[src/hdl/dts_pkg.sv]
// ============================================================================
// dts_pkg - shared types and constants for the dependency sorter
// Port field widths, FSM state type, error codes and register indexes.
// ============================================================================
package dts_pkg;

    // FSM states of the sorter
    typedef enum logic [3:0] {
        ST_IDLE,
        ST_COUNT,
        ST_PUSH,
        ST_POP,
        ST_FETCH,
        ST_RELAX,
        ST_EMIT_RD,
        ST_EMIT_LD,
        ST_ERR
    } state_t;

    // result error codes
    typedef enum logic [1:0] {
        ERR_NONE    = 2'd0,
        ERR_SELF    = 2'd1,
        ERR_MISSING = 2'd2,
        ERR_CYCLE   = 2'd3
    } err_t;

    // command carried on s_tuser
    localparam logic CMD_EDGE = 1'b0;
    localparam logic CMD_SORT = 1'b1;

    // field widths
    localparam int NODE_W    = 5;
    localparam int DEP_W     = 6;
    localparam int CNT_W     = 6;
    localparam int ERR_W     = 2;
    localparam int S_TDATA_W = 16;
    localparam int M_TDATA_W = 8;

    // register port
    localparam int APB_AW  = 3;
    localparam int APB_DW  = 32;
    localparam int REG_LSB = 2;
    localparam logic REG_NODE_COUNT = 1'b0;

    localparam logic [CNT_W-1:0] NODE_COUNT_RST = 6'd32;

endpackage

[src/hdl/dependency_topological_sort.sv]
// ============================================================================
// dependency_topological_sort - Kahn sort of a loaded dependency graph
// Edges are loaded one per transfer; a sort command emits the node order.
// ============================================================================
// Usage:
//   s_* carries commands. s_tuser = 0 loads the edge "s_tdata[4:0] depends on
//   s_tdata[10:5]"; s_tuser = 1 starts a sort. Edge loads are taken one per
//   cycle (read-modify-write of a matrix row with forwarding between
//   neighbors). s_tready stays low from a sort command until its last result
//   is in the output register.
//   m_* carries results: m_tdata[4:0] node index, m_tlast on the final one,
//   m_tuser error code. A clean sort gives one result per active node; a recorded
//   self or missing dependency, or a cycle, gives a single result.
//   A sort runs an in-degree sweep over the matrix memory, then per node a
//   pop, row fetch, relax and push (one stack write per cycle), and then
//   reads the order back from the list memory. A recorded load error skips
//   the sweep and goes straight to the error result. A stalled receiver
//   holds the output register and the sorter waits. The user writes
//   node_count (APB offset 0) while idle only; the block does not enforce
//   it. Reset: synchronous on aresetn low; the graph is empty,
//   node_count = 32. The graph and recorded error are cleared after every sort.
// ============================================================================
module dependency_topological_sort #(
    parameter int MAX_NODES = 32
) (
    input  logic                          aclk,
    input  logic                          aresetn,
    // APB register port
    input  logic                          psel,
    input  logic                          penable,
    input  logic                          pwrite,
    input  logic [dts_pkg::APB_AW-1:0]    paddr,
    input  logic [dts_pkg::APB_DW-1:0]    pwdata,
    output logic [dts_pkg::APB_DW-1:0]    prdata,
    output logic                          pready,
    // command stream
    input  logic                          s_tvalid,
    output logic                          s_tready,
    input  logic [dts_pkg::S_TDATA_W-1:0] s_tdata,   // node[4:0], depends_on[10:5]
    input  logic                          s_tuser,   // cmd
    // result stream
    output logic                          m_tvalid,
    input  logic                          m_tready,
    output logic [dts_pkg::M_TDATA_W-1:0] m_tdata,   // order_node[4:0]
    output logic                          m_tlast,
    output logic [dts_pkg::ERR_W-1:0]     m_tuser    // error[1:0]
);
    import dts_pkg::*;

    localparam int AW  = $clog2(MAX_NODES);       // node index
    localparam int NW  = $clog2(MAX_NODES + 1);   // node count
    localparam int PW  = $clog2(MAX_NODES);       // in-degree, at most MAX_NODES-1
    localparam int LW  = AW + 1;                  // list memory: stack half, order half
    localparam int LDEPTH = 2 * (2 ** AW);
    localparam int CW1 = CNT_W + 1;

    // ------------------------------------------------------------------------
    // registers
    // ------------------------------------------------------------------------
    state_t                 state_reg, state_next;
    logic [CNT_W-1:0]       node_count_reg;
    err_t                   first_error_reg, first_error_next;
    err_t                   err_code_reg, err_code_next;
    logic [MAX_NODES-1:0]   row_valid_reg, row_valid_next;

    // edge write stage and last-write forwarding
    logic                   e_valid_reg, e_valid_next;
    logic [AW-1:0]          e_addr_reg, e_addr_next;
    logic [AW-1:0]          e_bit_reg, e_bit_next;
    logic                   lw_valid_reg;
    logic [AW-1:0]          lw_addr_reg;
    logic [MAX_NODES-1:0]   lw_data_reg;

    logic [PW-1:0]          pend_reg [MAX_NODES];
    logic [PW-1:0]          pend_next [MAX_NODES];
    logic [MAX_NODES-1:0]   free_reg, free_next;
    logic [NW-1:0]          sp_reg, sp_next;
    logic [NW-1:0]          count_reg, count_next;
    logic [NW-1:0]          i_reg, i_next;
    logic                   cnt_v_reg, cnt_v_next;
    logic [AW-1:0]          cnt_row_reg, cnt_row_next;
    logic [AW-1:0]          top_reg, top_next;

    logic                   m_valid_reg, m_valid_next;
    logic [NODE_W-1:0]      m_node_reg, m_node_next;
    logic                   m_last_reg, m_last_next;
    err_t                   m_err_reg, m_err_next;

    // memories
    logic [MAX_NODES-1:0]   mat_mem [MAX_NODES];
    logic [MAX_NODES-1:0]   mat_rd_reg;
    logic [AW-1:0]          list_mem [LDEPTH];
    logic [AW-1:0]          list_rd_reg;

    // ------------------------------------------------------------------------
    // combinational signals
    // ------------------------------------------------------------------------
    logic [CW1-1:0]         nc_ext, n_wide;
    logic [NW-1:0]          n_act;
    logic [MAX_NODES-1:0]   col_mask;
    logic [NODE_W-1:0]      in_node;
    logic [DEP_W-1:0]       in_dep;
    logic                   accept, sort_acc, edge_acc;
    logic                   node_in, dep_in, self_dep, edge_ok;
    logic                   out_free, free_any, stack_empty, emit_last, cnt_done;
    logic [AW-1:0]          ff_idx;
    logic [MAX_NODES-1:0]   ff_onehot;
    logic [MAX_NODES-1:0]   pend_zero, pend_one;
    logic [MAX_NODES-1:0]   cnt_row, relax_row;
    logic [MAX_NODES-1:0]   mat_base, mat_wdata;
    logic [NW-1:0]          sp_dec;

    // control
    logic                   mat_re;
    logic [AW-1:0]          mat_raddr;
    logic                   list_we, list_re;
    logic [LW-1:0]          list_waddr, list_raddr;
    logic [AW-1:0]          list_wdata;
    logic                   out_load, graph_clear;

    // ------------------------------------------------------------------------
    // register port
    // ------------------------------------------------------------------------
    logic cfg_we;
    assign pready = 1'b1;
    assign cfg_we = psel && penable && pwrite && pready
                    && (paddr[REG_LSB] == REG_NODE_COUNT);
    assign prdata = (paddr[REG_LSB] == REG_NODE_COUNT) ? APB_DW'(node_count_reg) : '0;

    // active node count: 0 acts as 1, above MAX_NODES clamps
    assign nc_ext = {1'b0, node_count_reg};
    always_comb begin
        if (node_count_reg == '0) begin
            n_wide = CW1'(1);
        end else if (nc_ext > CW1'(MAX_NODES)) begin
            n_wide = CW1'(MAX_NODES);
        end else begin
            n_wide = nc_ext;
        end
        n_act = NW'(n_wide);
    end

    always_comb begin
        for (int m = 0; m < MAX_NODES; m++) begin
            col_mask[m]  = (m < int'(n_act));
            pend_zero[m] = (pend_reg[m] == '0);
            pend_one[m]  = (pend_reg[m] == PW'(1));
        end
    end

    // ------------------------------------------------------------------------
    // input decode
    // ------------------------------------------------------------------------
    assign in_node  = s_tdata[NODE_W-1:0];
    assign in_dep   = s_tdata[NODE_W+DEP_W-1:NODE_W];
    assign accept   = s_tvalid && s_tready;
    assign sort_acc = accept && (s_tuser == CMD_SORT);
    assign edge_acc = accept && (s_tuser == CMD_EDGE);
    assign node_in  = int'(in_node) < int'(n_act);
    assign dep_in   = int'(in_dep) < int'(n_act);
    assign self_dep = ({1'b0, in_node} == in_dep);
    assign edge_ok  = edge_acc && node_in && !self_dep && dep_in;

    // ------------------------------------------------------------------------
    // shared conditions
    // ------------------------------------------------------------------------
    assign out_free    = !m_valid_reg || m_tready;
    assign free_any    = (free_reg != '0);
    assign stack_empty = (sp_reg == '0);
    assign sp_dec      = sp_reg - NW'(1);
    assign emit_last   = ((i_reg + NW'(1)) == n_act);
    assign cnt_done    = (i_reg == n_act) && !cnt_v_reg;

    // lowest pending free node is pushed first
    always_comb begin
        ff_idx = '0;
        for (int m = MAX_NODES - 1; m >= 0; m--) begin
            if (free_reg[m]) begin
                ff_idx = AW'(m);
            end
        end
    end
    assign ff_onehot = {{(MAX_NODES-1){1'b0}}, 1'b1} << ff_idx;

    // matrix rows as seen by the sweep and the relax step; a row never
    // written since the last clear reads as zero
    assign cnt_row   = mat_rd_reg & col_mask & {MAX_NODES{row_valid_reg[cnt_row_reg]}};
    assign relax_row = mat_rd_reg & col_mask & {MAX_NODES{row_valid_reg[top_reg]}};

    // edge write: forward the previous cycle's write to the same row
    always_comb begin
        if (lw_valid_reg && (lw_addr_reg == e_addr_reg)) begin
            mat_base = lw_data_reg;
        end else if (row_valid_reg[e_addr_reg]) begin
            mat_base = mat_rd_reg;
        end else begin
            mat_base = '0;
        end
        mat_wdata = mat_base | ({{(MAX_NODES-1){1'b0}}, 1'b1} << e_bit_reg);
    end

    // ------------------------------------------------------------------------
    // next state
    // ------------------------------------------------------------------------
    always_comb begin
        state_next = state_reg;
        unique case (state_reg)
            ST_IDLE: begin
                if (sort_acc) begin
                    state_next = (first_error_reg != ERR_NONE) ? ST_ERR : ST_COUNT;
                end
            end
            ST_COUNT: begin
                if (cnt_done) begin
                    state_next = ST_PUSH;
                end
            end
            ST_PUSH: begin
                if (!free_any) begin
                    state_next = ST_POP;
                end
            end
            ST_POP: begin
                priority if (!stack_empty) begin
                    state_next = ST_FETCH;
                end else if (count_reg == n_act) begin
                    state_next = ST_EMIT_RD;
                end else begin
                    state_next = ST_ERR;
                end
            end
            ST_FETCH:   state_next = ST_RELAX;
            ST_RELAX:   state_next = ST_PUSH;
            ST_EMIT_RD: state_next = ST_EMIT_LD;
            ST_EMIT_LD: begin
                if (out_free) begin
                    state_next = emit_last ? ST_IDLE : ST_EMIT_RD;
                end
            end
            ST_ERR: begin
                if (out_free) begin
                    state_next = ST_IDLE;
                end
            end
            default: state_next = ST_IDLE;
        endcase
    end

    // ------------------------------------------------------------------------
    // FSM outputs: memory ports and result load
    // ------------------------------------------------------------------------
    always_comb begin
        s_tready    = 1'b0;
        mat_re      = 1'b0;
        mat_raddr   = in_dep[AW-1:0];
        list_we     = 1'b0;
        list_waddr  = {1'b0, sp_reg[AW-1:0]};
        list_wdata  = ff_idx;
        list_re     = 1'b0;
        list_raddr  = {1'b0, sp_dec[AW-1:0]};
        out_load    = 1'b0;
        graph_clear = 1'b0;
        unique case (state_reg)
            ST_IDLE: begin
                s_tready = 1'b1;
                mat_re   = edge_ok;
            end
            ST_COUNT: begin
                mat_re    = (i_reg < n_act);
                mat_raddr = i_reg[AW-1:0];
            end
            ST_PUSH: begin
                list_we = free_any;
            end
            ST_POP: begin
                list_re = !stack_empty;
            end
            ST_FETCH: begin
                mat_re     = 1'b1;
                mat_raddr  = list_rd_reg;
                list_we    = 1'b1;
                list_waddr = {1'b1, count_reg[AW-1:0]};
                list_wdata = list_rd_reg;
            end
            ST_RELAX: begin
            end
            ST_EMIT_RD: begin
                list_re    = 1'b1;
                list_raddr = {1'b1, i_reg[AW-1:0]};
            end
            ST_EMIT_LD: begin
                out_load    = out_free;
                graph_clear = out_free && emit_last;
            end
            ST_ERR: begin
                out_load    = out_free;
                graph_clear = out_free;
            end
            default: begin
            end
        endcase
    end

    // ------------------------------------------------------------------------
    // datapath next values
    // ------------------------------------------------------------------------
    always_comb begin
        first_error_next = first_error_reg;
        err_code_next    = err_code_reg;
        row_valid_next   = row_valid_reg;
        e_valid_next     = edge_ok;
        e_addr_next      = in_dep[AW-1:0];
        e_bit_next       = AW'(in_node);
        free_next        = free_reg;
        sp_next          = sp_reg;
        count_next       = count_reg;
        i_next           = i_reg;
        cnt_v_next       = 1'b0;
        cnt_row_next     = i_reg[AW-1:0];
        top_next         = top_reg;
        m_valid_next     = m_valid_reg && !m_tready;
        m_node_next      = m_node_reg;
        m_last_next      = m_last_reg;
        m_err_next       = m_err_reg;
        for (int m = 0; m < MAX_NODES; m++) begin
            pend_next[m] = pend_reg[m];
        end

        if (e_valid_reg) begin
            row_valid_next[e_addr_reg] = 1'b1;
        end

        // first load error wins
        if (edge_acc && node_in && (first_error_reg == ERR_NONE)) begin
            if (self_dep) begin
                first_error_next = ERR_SELF;
            end else if (!dep_in) begin
                first_error_next = ERR_MISSING;
            end
        end

        unique case (state_reg)
            ST_IDLE: begin
                if (sort_acc) begin
                    err_code_next = first_error_reg;
                    sp_next       = '0;
                    count_next    = '0;
                    i_next        = '0;
                    for (int m = 0; m < MAX_NODES; m++) begin
                        pend_next[m] = '0;
                    end
                end
            end
            ST_COUNT: begin
                cnt_v_next = mat_re;
                if (mat_re) begin
                    i_next = i_reg + NW'(1);
                end
                if (cnt_v_reg) begin
                    for (int m = 0; m < MAX_NODES; m++) begin
                        pend_next[m] = pend_reg[m] + PW'(cnt_row[m]);
                    end
                end
                if (cnt_done) begin
                    free_next = pend_zero & col_mask;
                end
            end
            ST_PUSH: begin
                if (free_any) begin
                    sp_next   = sp_reg + NW'(1);
                    free_next = free_reg & ~ff_onehot;
                end
            end
            ST_POP: begin
                if (!stack_empty) begin
                    sp_next = sp_dec;
                end else begin
                    i_next        = '0;
                    err_code_next = ERR_CYCLE;
                end
            end
            ST_FETCH: begin
                top_next   = list_rd_reg;
                count_next = count_reg + NW'(1);
            end
            ST_RELAX: begin
                for (int m = 0; m < MAX_NODES; m++) begin
                    pend_next[m] = pend_reg[m] - PW'(relax_row[m]);
                end
                free_next = relax_row & pend_one;
            end
            ST_EMIT_RD: begin
            end
            ST_EMIT_LD: begin
                if (out_load) begin
                    m_node_next = NODE_W'(list_rd_reg);
                    m_last_next = emit_last;
                    m_err_next  = ERR_NONE;
                    i_next      = i_reg + NW'(1);
                end
            end
            ST_ERR: begin
                if (out_load) begin
                    m_node_next = '0;
                    m_last_next = 1'b1;
                    m_err_next  = err_code_reg;
                end
            end
            default: begin
            end
        endcase

        if (out_load) begin
            m_valid_next = 1'b1;
        end
        if (graph_clear) begin
            row_valid_next   = '0;
            first_error_next = ERR_NONE;
        end
    end

    // ------------------------------------------------------------------------
    // registers
    // ------------------------------------------------------------------------
    always_ff @(posedge aclk) begin
        if (!aresetn) begin
            state_reg       <= ST_IDLE;
            node_count_reg  <= NODE_COUNT_RST;
            first_error_reg <= ERR_NONE;
            row_valid_reg   <= '0;
            e_valid_reg     <= 1'b0;
            lw_valid_reg    <= 1'b0;
            free_reg        <= '0;
            sp_reg          <= '0;
            count_reg       <= '0;
            i_reg           <= '0;
            cnt_v_reg       <= 1'b0;
            m_valid_reg     <= 1'b0;
        end else begin
            state_reg       <= state_next;
            if (cfg_we) begin
                node_count_reg <= pwdata[CNT_W-1:0];
            end
            first_error_reg <= first_error_next;
            row_valid_reg   <= row_valid_next;
            e_valid_reg     <= e_valid_next;
            lw_valid_reg    <= e_valid_reg;
            free_reg        <= free_next;
            sp_reg          <= sp_next;
            count_reg       <= count_next;
            i_reg           <= i_next;
            cnt_v_reg       <= cnt_v_next;
            m_valid_reg     <= m_valid_next;
        end
    end

    always_ff @(posedge aclk) begin
        err_code_reg <= err_code_next;
        e_addr_reg   <= e_addr_next;
        e_bit_reg    <= e_bit_next;
        lw_addr_reg  <= e_addr_reg;
        lw_data_reg  <= mat_wdata;
        cnt_row_reg  <= cnt_row_next;
        top_reg      <= top_next;
        m_node_reg   <= m_node_next;
        m_last_reg   <= m_last_next;
        m_err_reg    <= m_err_next;
        for (int m = 0; m < MAX_NODES; m++) begin
            pend_reg[m] <= pend_next[m];
        end
    end

    // dependents matrix: row d, bit n set when n depends on d
    always_ff @(posedge aclk) begin
        if (e_valid_reg) begin
            mat_mem[e_addr_reg] <= mat_wdata;
        end
        if (mat_re) begin
            mat_rd_reg <= mat_mem[mat_raddr];
        end
    end

    // ready stack (lower half) and emitted order (upper half)
    always_ff @(posedge aclk) begin
        if (list_we) begin
            list_mem[list_waddr] <= list_wdata;
        end
        if (list_re) begin
            list_rd_reg <= list_mem[list_raddr];
        end
    end

    // ------------------------------------------------------------------------
    // outputs
    // ------------------------------------------------------------------------
    assign m_tvalid = m_valid_reg;
    assign m_tdata  = {{(M_TDATA_W-NODE_W){1'b0}}, m_node_reg};
    assign m_tlast  = m_last_reg;
    assign m_tuser  = m_err_reg;

    // ------------------------------------------------------------------------
    // assertions
    // ------------------------------------------------------------------------
`ifndef ASSERT_OFF
    // each node is pushed at most once, so the stack never outgrows the graph
    a_sp_bound: assert property (@(posedge aclk) disable iff (!aresetn)
        (state_reg != ST_IDLE) |-> (sp_reg <= n_act))
        else $error("ready stack deeper than node count");

    // a node is popped at most once
    a_count_bound: assert property (@(posedge aclk) disable iff (!aresetn)
        (state_reg != ST_IDLE) |-> (count_reg <= n_act))
        else $error("more nodes popped than exist");

    // an edge is relaxed only while its target still waits on it
    a_no_underflow: assert property (@(posedge aclk) disable iff (!aresetn)
        (state_reg == ST_RELAX) |-> ((relax_row & pend_zero) == '0))
        else $error("in-degree underflow");

    // a final clean result always closes a complete order
    a_full_order: assert property (@(posedge aclk) disable iff (!aresetn)
        (state_reg == ST_EMIT_LD && out_load && emit_last) |-> (count_reg == n_act))
        else $error("order emitted with nodes missing");
`endif

endmodule
[config.mk]
export PLATFORM = sky130hd
export DESIGN_NAME = dependency_topological_sort
export DESIGN_NICKNAME = d
export VERILOG_FILES = /design/src/hdl/dts_pkg.sv /design/src/hdl/dependency_topological_sort.sv
export SDC_FILE = /design/constraint.sdc
export NUM_CORES = 2
export LEC_CHECK = 0
export ABC_CLOCK_PERIOD_IN_PS = 25000
export BUFFER_PORTS_ARGS = -buffer_cell sky130_fd_sc_hd__buf_2
export CORE_MARGIN = 2
export CORE_UTILIZATION = 45
export DETAILED_ROUTE_END_ITERATION = 16
export PLACE_DENSITY = 0.66
export SYNTH_ARGS = -nofsm -noshare
export SYNTH_HDL_FRONTEND = slang
export SYNTH_SLANG_ARGS = --single-unit
[constraint.sdc]
create_clock -name aclk -period 25 [get_ports aclk]
set_input_delay 3.75 -clock aclk [delete_from_list [all_inputs] [get_ports aclk]]
set_output_delay 3.75 -clock aclk [all_outputs]
set_load 0.05 [all_outputs]
==> run summary <==
Walking the worst path, the cells encountered are buf_2 -> nor2b_1 -> buf_2. The fraction of synthesis flops using an asynchronous set or reset pin is 0. The worst setup path is of the in -> out kind. The commonest register cell after synthesis is sky130_fd_sc_hd__edfxtp_1. Adding up every negative setup slack in the final design gives 0 ns. The initial antenna violation count came out at 6. Setup repair after global routing left no endpoint under its margin. The worst path in the final design needs a cycle of ~8 ns, including I/O delays and setup. After synthesis the cells add up to approximately 74000 µm². The met3 usage in global routing came out at 0.0404. The post-synthesis to final-layout area growth came out at 11.4%.

The number of optimization iterations in the first detailed-route pass is 6. The area share of the largest cell type after synthesis came out at 0.628. The depth of the CTS H-tree came out at 4.

The number of distinct library cells after synthesis came out at just under 80. Counting instances in the post-synthesis netlist gives the leading cell types as sky130_fd_sc_hd__edfxtp_1, sky130_fd_sc_hd__nand2_1, sky130_fd_sc_hd__nor2_1, sky130_fd_sc_hd__a31oi_1, sky130_fd_sc_hd__and3_1. The number of flip-flops in the largest register is approximately 1000. The timing-limited maximum frequency is 125 MHz. The count of endpoints failing hold in the final timing report is 0. After routing the design area is 82900 µm². The flow ran to the end, and the final reports show no timing, DRC or antenna violations. In the global route stage, met1 resource usage came out at 0.313. The count of antenna-violating nets left after detailed routing is 0. The overall overflow remaining after global route came out at 0. The die covers about 170000 µm². The die outline width came out at around 410 µm. The number of core rows came out at around 150. In the routed design, unresolved DRC markers number 0. The most heavily used metal layer in global routing is met2. The total vias in the final route is 48700. In the routed layout, each cell is associated on average with a via count of 5.88. The worst setup path is launched from an input pin. The number of flops mapped to enable cells by yosys is roughly 1600. Counting the buffers created by CTS gives between 150 and 200. The count of nets after finishing is ~6200. The clock input transition at the sequential cells of the worst setup and hold paths came out at around 0.06 ns. The per-instance average area after synthesis came out at about 12 µm². Sorting the synthesized cells by area gives the leading types as sky130_fd_sc_hd__edfxtp_1, sky130_fd_sc_hd__nand2_1, sky130_fd_sc_hd__dfxtp_1.

The root buffer cell chosen for the clock tree is sky130_fd_sc_hd__clkbuf_16. Among all cell types in the netlist, the one instantiated most often is sky130_fd_sc_hd__edfxtp_1. The HPWL after detailed placement came out at 107000 µm. The hold buffer count at cts came out at 0.

The number of DRC violations after detailed-routing iteration 0 came out at between 5000 and 6000. Setup violations remaining at the end of the flow were counted as 0. The sequential cells in the finished layout cover a total of 49700 µm². The source-to-sink clock delay at the later pin of the worst-skew pair came out at ~0.84 ns. The number of buffers on the longest clock path came out at 3. The global-route wire length before repair is 292000 µm.

The number of max-slew violations in the final report came to 0. The largest single stage delay on the critical path is 0.26 ns. The highest fanout seen on the critical path came out at 7. The warning count from the yosys run is 0. The largest total area in the synthesized netlist belongs to sky130_fd_sc_hd__edfxtp_1. The combined area of the multi-input logic cells came out at 22800 µm². The most repeated library cell on the critical path is sky130_fd_sc_hd__buf_2. The floorplan die height is 411 µm. The arrival time at the worst endpoint is between 4 and 5 ns. The number of synthesized register bits came out at about 1700. The average wire per standard cell came out at 23.6 µm.

The via count of the first global-routing pass came to between 40000 and 50000. For this run, the total global-route usage over all layers was measured as 0.228. Across the VDD grid, the largest voltage drop is about 0.091 mV. The headroom to the max-slew limit is 0.219.

The congestion estimate from routability-driven global placement came to 0.893. The setup clock skew after layout came out at between 0.09 and 0.1 ns. The post-CTS repair timing setup buffer count is 0.

For this block, the routed nets add up to just under 200000 µm of wire. The worst hold path belongs to the class reg -> reg. The synthesized instance count is approximately 6000. The transition time of the tightest slew-check pin is ~1.2 ns. The critical path endpoint category is an output pin. The count of buffers added on input and output ports is just over 40. The number of filler cells placed in the layout came out at 13900. The cell leakage power came out at ~29 nW. For met2 alone, demand over resource in global routing was 0.369. The proportion of synthesized chip area in sequential cells is 0.668. Summing all placed instances gives a cell area of approximately 77000 µm².

The pin count of the biggest net entering global routing is between 200 and 250. The CTS sink count came out at around 1700. Pin placement for this block handled between 100 and 150 I/O pins.

The total power divided by cell area is slightly below 100 nW/µm². The initial standard-cell utilization of the core is 0.452. The number of maximum-capacitance constraint violations is 0. In this run, post-CTS repair resized a total of 0 instances. The area inside the core boundary came out at 165000 µm². The highest-delay cell along the critical path is sky130_fd_sc_hd__buf_2.

Data on the critical path is required at its endpoint by approximately 21 ns. The fraction of the cycle the final worst path needs is 0.320. The share of cells above drive strength 1 is 0.0916.

TritonCTS built the clock tree.
==> per-layer routing <==
layer / wire length, µm / vias to the layer above
li1: - / 21800
met1: 80000 / 24400
met2: 91800 / 2126
met3: 17200 / 424
met4: 6380 / 0
met5: 0 / -
==> layout by cell type, fill, tap and decap left out, types with 48 or more instances in the layout <==
cell type	n
sky130_fd_sc_hd__a21o_1	73
sky130_fd_sc_hd__a21oi_1	122
sky130_fd_sc_hd__a31oi_1	291
sky130_fd_sc_hd__and3_1	283
sky130_fd_sc_hd__buf_4	90
sky130_fd_sc_hd__clkbuf_16	178
sky130_fd_sc_hd__dfxtp_1	150
sky130_fd_sc_hd__edfxtp_1	1556
sky130_fd_sc_hd__ha_1	147
sky130_fd_sc_hd__inv_1	195
sky130_fd_sc_hd__mux2i_1	48
sky130_fd_sc_hd__mux4_2	67
sky130_fd_sc_hd__nand2_1	1290
sky130_fd_sc_hd__nand3_1	49
sky130_fd_sc_hd__nor2_1	388
sky130_fd_sc_hd__nor3_1	48
sky130_fd_sc_hd__nor4_1	77
sky130_fd_sc_hd__o21ai_0	61
sky130_fd_sc_hd__o22ai_1	159
sky130_fd_sc_hd__xnor2_1	48
sky130_fd_sc_hd__xor2_1	103
==> worst max-delay path, delay by kind of cell <==
| kind | cells | cell delay [ns] |
|---|---|---|
| buffers and inverters | 2 | 0.39 |
| AND/OR/NAND/NOR | 1 | 0.10 |
==> cell families (layout without fill, tap and decap cells) <==
group / count (synthesis) / after routing / synth area share
AND/OR/NAND/NOR: 2354 / 2354 / 0.140
buffers and inverters: 564 / 658 / 0.0332
XOR/XNOR: 152 / 152 / 0.0181
other: 2 / 33 / 0.000101
AO/OA/AOI/OAI: 893 / 893 / 0.0788
adder cells (fa/ha/maj): 179 / 179 / 0.0333
flip-flops: 1706 / 1706 / 0.668
multiplexers: 122 / 122 / 0.0278
==> cell type report <==
cell class | instances | share of cell area
clock buffer | 229 | 0.0574
tap | 2189 | 0.0331
timing repair buffer | 133 | 0.0111
multi-input combinational | 3730 | 0.275
sequential | 1706 | 0.600
clock inverter | 97 | 0.0147
inverter | 199 | 0.00901
antenna | 3 | 0.0000906
==> stage by stage <==
| step | setup slack, ns | hold WS, ns | std cells | util | total power, mW |
|---|---|---|---|---|---|
| 3_3_place_gp | 17.01 | 0.473 | 7957 | 0.467 | 5.52 |
| 4_1_cts | 17.01 | 0.503 | 8283 | 0.503 | 8.24 |
| 3_5_place_dp | 16.94 | 0.492 | 7957 | 0.467 | 5.57 |
| 5_1_grt | 16.97 | 0.541 | 8283 | 0.503 | 8.57 |
| 2_1_floorplan | 12.71 | 0.329 | 6000 | - | 5.00 |
| 6_report | 17.01 | 0.501 | 8286 | 0.503 | 8.22 |
==> power by group <==
group / internal [mW] / switching, mW
sequential: 3.54 / 0.193
clock: 1.55 / 1.13
combinational: 0.581 / 1.22
==> final timing paths <==
kind	from	cells after the start	slack, ns	end
hold reg to reg	sp_reg[5]	2	0.50	sp_reg[5]
hold / removal	sp_reg[5]	2	0.50	sp_reg[5]
setup / recovery	paddr[2]	3	17.01	prdata[3]
setup reg to reg	state_reg[0]	13	18.23	mat_rd_reg[25]
Note: power is estimated with default switching activity, not from simulation.
